==> config.mk <==
export PLATFORM = sky130hd
export DESIGN_NAME = bftk_ctrl
export DESIGN_NICKNAME = d
export VERILOG_FILES = /design/src/hw/rtl/bftk_pkg.sv /design/src/hw/rtl/bftk_ctrl.sv
export SDC_FILE = /design/constraint.sdc
export NUM_CORES = 1
export LEC_CHECK = 0
export BUFFER_PORTS_ARGS = -buffer_cell sky130_fd_sc_hd__buf_2
export CORE_AREA = 10 10 47 49
export CTS_BUF_LIST = sky130_fd_sc_hd__clkbuf_4 sky130_fd_sc_hd__clkbuf_8 sky130_fd_sc_hd__clkbuf_16
export CTS_CLUSTER_SIZE = 24
export DETAILED_ROUTE_END_ITERATION = 8
export DIE_AREA = 0 0 57 59
export HOLD_SLACK_MARGIN = 0.08
export PLACE_DENSITY = 0.51
export SLEW_MARGIN = 5
export SYNTH_ARGS = -nofsm -noshare
export SYNTH_HDL_FRONTEND = slang
export SYNTH_SLANG_ARGS = --single-unit
==> constraint.sdc <==
create_clock -name clock -period 1.4 [get_ports clock]
set_input_delay 0.14 -clock clock [delete_from_list [all_inputs] [get_ports clock]]
set_output_delay 0.14 -clock clock [all_outputs]
set_load 0.03 [all_outputs]
==> src/hw/rtl/bftk_pkg.sv <==
// Shared types, constants and codes for the top-k nearest neighbour block
package bftk_pkg;

   localparam int MaxDimsDefault      = 256;
   localparam int MaxNeighborsDefault = 16;
   localparam int DistWidth           = 42;
   localparam int IdWidth             = 31;
   localparam int ElemWidth           = 16;
   localparam int RankWidth           = 4;
   localparam int CsrDataWidth        = 31;
   localparam int CsrIndexWidth       = 2;

   // input commands
   localparam logic [1:0] CMD_QUERY  = 2'd0;
   localparam logic [1:0] CMD_DBASE  = 2'd1;
   localparam logic [1:0] CMD_FINISH = 2'd2;
   localparam logic [1:0] CMD_UNUSED = 2'd3; // ignored, no results

   // configuration register indexes
   localparam logic [CsrIndexWidth-1:0] CSR_METRIC = 2'd0;
   localparam logic [CsrIndexWidth-1:0] CSR_K      = 2'd1;
   localparam logic [CsrIndexWidth-1:0] CSR_LENGTH = 2'd2;
   localparam logic [CsrIndexWidth-1:0] CSR_BASE   = 2'd3;

   typedef enum logic [2:0] {
      ST_IDLE,
      ST_QREAD,
      ST_ACCUM,
      ST_INSERT,
      ST_EMIT
   } state_type;

   // controller to datapath commands
   typedef struct packed {
      logic qwrite;     // store query element
      logic qread;      // read query element for current database element
      logic accum;      // accumulate product with held element
      logic insert;     // insert accumulated vector into list
      logic emit_start; // latch result count and reset rank
      logic emit_load;  // show list head on output register
      logic emit_shift; // pop list head
      logic finish_clr; // clear list and counters
   } ctrl_type;

   // datapath status
   typedef struct packed {
      logic vec_done;   // last accumulated element completed the vector
      logic list_empty; // nothing more to emit
      logic emit_last;  // head is the final result
   } stat_type;

endpackage

==> src/hw/rtl/bftk_ctrl.sv <==
// Controller state machine for the top-k nearest neighbour block
module bftk_ctrl (
   input  logic                clock,
   input  logic                reset,
   input  logic                req_valid,
   output logic                req_ready,
   input  logic [1:0]          req_cmd,
   output logic                rsp_valid,
   input  logic                rsp_ready,
   output bftk_pkg::ctrl_type  ctrl,
   input  bftk_pkg::stat_type  stat
);

   bftk_pkg::state_type state_ff, state_in;
   logic                rsp_valid_ff, rsp_valid_in;

   always_ff @(posedge clock) begin
      if (reset) begin
         state_ff     <= bftk_pkg::ST_IDLE;
         rsp_valid_ff <= 1'b0;
      end else begin
         state_ff     <= state_in;
         rsp_valid_ff <= rsp_valid_in;
      end
   end

   // next state and commands
   always_comb begin
      logic acc;
      acc          = 1'b0;
      state_in     = state_ff;
      rsp_valid_in = rsp_valid_ff;
      ctrl         = '0;
      req_ready    = 1'b0;
      unique case (state_ff)
         bftk_pkg::ST_IDLE: begin
            req_ready = 1'b1;
            acc       = req_valid;
            if (acc) begin
               priority if (req_cmd == bftk_pkg::CMD_QUERY) begin
                  ctrl.qwrite = 1'b1;
               end else if (req_cmd == bftk_pkg::CMD_DBASE) begin
                  ctrl.qread = 1'b1;
                  state_in   = bftk_pkg::ST_QREAD;
               end else if (req_cmd == bftk_pkg::CMD_FINISH) begin
                  ctrl.emit_start = 1'b1;
                  state_in        = bftk_pkg::ST_EMIT;
               end else begin
                  state_in = bftk_pkg::ST_IDLE;
               end
            end
         end
         bftk_pkg::ST_QREAD: begin
            state_in = bftk_pkg::ST_ACCUM;
         end
         bftk_pkg::ST_ACCUM: begin
            ctrl.accum = 1'b1;
            state_in   = bftk_pkg::ST_INSERT;
         end
         bftk_pkg::ST_INSERT: begin
            ctrl.insert = stat.vec_done;
            state_in    = bftk_pkg::ST_IDLE;
         end
         bftk_pkg::ST_EMIT: begin
            // one result at a time through the output register
            if (!rsp_valid_ff || rsp_ready) begin
               if (stat.list_empty) begin
                  rsp_valid_in    = 1'b0;
                  ctrl.finish_clr = 1'b1;
                  state_in        = bftk_pkg::ST_IDLE;
               end else begin
                  rsp_valid_in    = 1'b1;
                  ctrl.emit_load  = 1'b1;
                  ctrl.emit_shift = 1'b1;
               end
            end
         end
         default: begin
            state_in = bftk_pkg::ST_IDLE;
         end
      endcase
   end

   assign rsp_valid = rsp_valid_ff;

   // a result only stands while emitting or draining the last one
   a_rsp_state: assert property (@(posedge clock) disable iff (reset)
      rsp_valid |-> (state_ff == bftk_pkg::ST_EMIT || state_ff == bftk_pkg::ST_IDLE))
      else $error("result valid outside emission");
   a_accum_seq: assert property (@(posedge clock) disable iff (reset)
      state_ff == bftk_pkg::ST_QREAD |=> state_ff == bftk_pkg::ST_ACCUM)
      else $error("query read not followed by accumulate");
   a_no_accept_busy: assert property (@(posedge clock) disable iff (reset)
      req_ready |-> state_ff == bftk_pkg::ST_IDLE)
      else $error("item accepted while busy");

endmodule

==> run metrics <==
result of the run=finished with violations; violations in the final reports=negative setup slack; final setup violation count=4; power per standard cell area=832 nW/um^2; post-detailed-placement half-perimeter wirelength=659 um; Layout Area Growth over Synthesis=93.2%; most frequent cell after synthesis=sky130_fd_sc_hd__nor3_1; cell type with the highest aggregate area in the netlist=sky130_fd_sc_hd__dfxtp_1; Iteration-0 DRC Markers=4; routed via count=306; cell breakdown of the critical path=or4b_4 > or3_4 > inv_4 > buf_6; switching power=129 uW; Post-synth EDFFs=0; area taken by flip-flops and latches=slightly above 80 um^2; layout cells sized above 1=0.691; unrepaired setup endpoints after global routing=true; syn_area_per_cell=around 8.0 um^2; total number of nets in the final design=66; worst hold slack across all endpoints=0.107 ns; multiplexer share of the synthesized area=0; final setup skew=around 0.0054 ns; startpoint type of the worst setup path=flip-flop; slew margin rel.=0.766; compound-gate portion of the synthesized area=0.122; post-DR wirelength/cell=11.6 um; sequential share of the synthesized area=0.312; Chip Width=57 um; XOR/XNOR share of the synthesized area=0.0341; Tcrit/Tclk final=1.25; share of the synthesized area in the top cell type=0.312; number of H-tree levels=1; top fanout value on the critical path=2; critical register-to-register path startpoint=state_ff[2]; start point of the worst min-delay path=reset; highest-delay cell along the critical path=sky130_fd_sc_hd__or4b_4; synthesized area=approximately 260 um^2; synth warn=0; number of antenna cells inserted=0; worst hold-check path type=input pin to flip-flop; total congestion overflow after global routing=0; Pre-antenna DRT Iters=2; max-cap viol count=0; Setup CP Type=flip-flop to output port; switching power as a share of total power=0.313; multi-input gate area in the final layout=189 um^2; average via count per standard cell=between 4 and 5; final total negative setup slack=-0.931 ns; layout filler cell count=156; logic gate share of total power=0.347; internal power=283 uW; number of CTS-inserted buffers=3; count of unique library cells instantiated by Yosys=19; Synth Instances=32; number of routed nets with antenna violations=0; required arrival time at the worst endpoint=between 1 and 1.5 ns; Flop pwr share=0.304; clock transition at the registers of the reported paths=0.04 ns; max layer used=met3; Critical Path Max Stage Delay=0.53 ns; critical path launch point=state_ff[2]; Simple-Gate Fraction of Synth Area=0.395; library cell used as clock root buffer=sky130_fd_sc_hd__clkbuf_4; TritonCTS clock tree=done; effective utilization at floorplan=0.183; Total GRT Usage=0.0501; later-pin clock latency in the skew report=0.23 ns; Routed WL=821 um; nets in the synthesized netlist=approximately 40; vias in the first global route=326; total met3 wirelength after detailed routing=36 um; area enclosed by the die boundary=around 3400 um^2; final max-slew violation count=0; count of non-filler cells in the finished layout=71; met2 layer wire length in the routed design=419 um; fin area=495 um^2; number of input and output port buffers inserted=17; count of clock tree sinks=4; cell row count=14; VDD IR-drop max=0.373 mV; area post-placement=about 410 um^2; primary flip-flop cell chosen by synthesis mapping=sky130_fd_sc_hd__dfxtp_1; M1 wire length=about 370 um; category of the worst setup path capture point=output port; flops & latches, synth=4; final worst setup slack=-0.353 ns; leakage power figure=~0.23 nW; die height=between 50 and 60 um; worst slew pin tran=0.351 ns; final hold vios=0; largest net degree at the start of global routing=8; weighted congestion at the end of routability-driven global placement=0.733; peak clock frequency supported by timing=571 MHz; min Tclk post-route=between 1.5 and 2 ns; Place WS=-0.154 ns; Core Region=around 1400 um^2; proportion of register bits with asynchronous set or reset after synthesis=0; Worst EP arrival=1.61 ns; number of instances in the placed design=66; global-route wire length before repair=1340 um; top cells by area in the synthesized netlist=sky130_fd_sc_hd__dfxtp_1 (31%), sky130_fd_sc_hd__nor3_1 (9.8%), sky130_fd_sc_hd__nor3b_1 (8.8%); buffers from clock root to sink, at most=2; dominant combinational cell family by area after synthesis=simple AND/OR/NAND/NOR gates; antenna violations before repair=0; IO Count=19; DRC errors left=0; clock group share of total power=0.349; leading post-synthesis cells by instance count=sky130_fd_sc_hd__nor3_1 (5), sky130_fd_sc_hd__dfxtp_1 (4), sky130_fd_sc_hd__inv_1 (3), sky130_fd_sc_hd__nor3b_1 (3); Adder-Cell Fraction of Synth Area=0
-- sequential cells by signal, summed over array words and instances (netlist names) --
signal	count
state_ff	3
rsp_valid	1
-- kinds of logic after synthesis --
logic type | after synthesis
flops | 4
xor+xnor | 1
compound gates | 5
simple gates | 16
buf+inv | 6
-- power by group through the flow --
stage	clock network [mW]	logic, mW	registers, mW
floorplan	0	0.0792	0.127
global placement	0	0.123	0.126
detailed placement	0	0.123	0.126
CTS	0.148	0.135	0.125
global route	0.164	0.153	0.126
finish	0.144	0.143	0.125
-- stage by stage --
step / power [mW] / utilization
after global routing: 0.444 / 0.354
after detailed placement: 0.249 / 0.291
after global placement: 0.248 / 0.291
final: 0.412 / 0.354
after CTS: 0.408 / 0.334
after floorplan: 0.206 / -
-- critical path, delay by kind of cell (launching register included) --
family                 cells  cell delay, ns
flip-flops                 1            0.31
buffers and inverters      2            0.18
AND/OR/NAND/NOR            2            0.89
-- repair_timing --
| action | 4_1_cts | 5_1_grt |
|---|---|---|
| hold buffers | 0 | 0 |
| buffers inserted | 0 | 2 |
| pin swaps | 2 | 2 |
| gates resized for setup | 13 | 4 |
| setup endpoints to repair | 7 | 7 |
-- placed cells by master (no fill, tap or decap), drive strengths merged --
| cell type | Yosys | final |
|---|---|---|
| a21bo | 1 | 1 |
| a21oi | 2 | 2 |
| a31oi | 1 | 1 |
| and4b | 1 | 1 |
| buf | 2 | 23 |
| clkbuf | 1 | 3 |
| dfxtp | 4 | 4 |
| inv | 3 | 3 |
| nand2 | 2 | 2 |
| nor2 | 1 | 1 |
| nor2b | 1 | 1 |
| nor3 | 5 | 5 |
| nor3b | 3 | 3 |
| nor4 | 1 | 1 |
| o21ai | 1 | 1 |
| or3 | 1 | 1 |
| or4b | 1 | 1 |
| xnor2 | 1 | 1 |
-- final cells by class --
cell class	instances	area share
inverter	3	0.0278
timing repair buffer	23	0.338
tap	16	0.0404
sequential	4	0.167
multi-input combinational	22	0.381
clock buffer	3	0.0455
-- path summary, 6_finish.rpt --
check                              endpoint  depth (start not counted)  slack, ns
worst min register to register  state_ff[0]                          2       0.56
worst max-delay path                ctrl[3]                          4      -0.35
worst min-delay path            state_ff[2]                          2       0.11
worst max register to register  state_ff[2]                          3          0
-- layer usage --
layer  global-route usage  vias up
met3               0.0258        0
met4               0.0403        0
met2               0.0791        9
li1                     -      159
met5                    0        -
met1               0.0485      138
No activity file was read; power rests on OpenSTA's default activity.
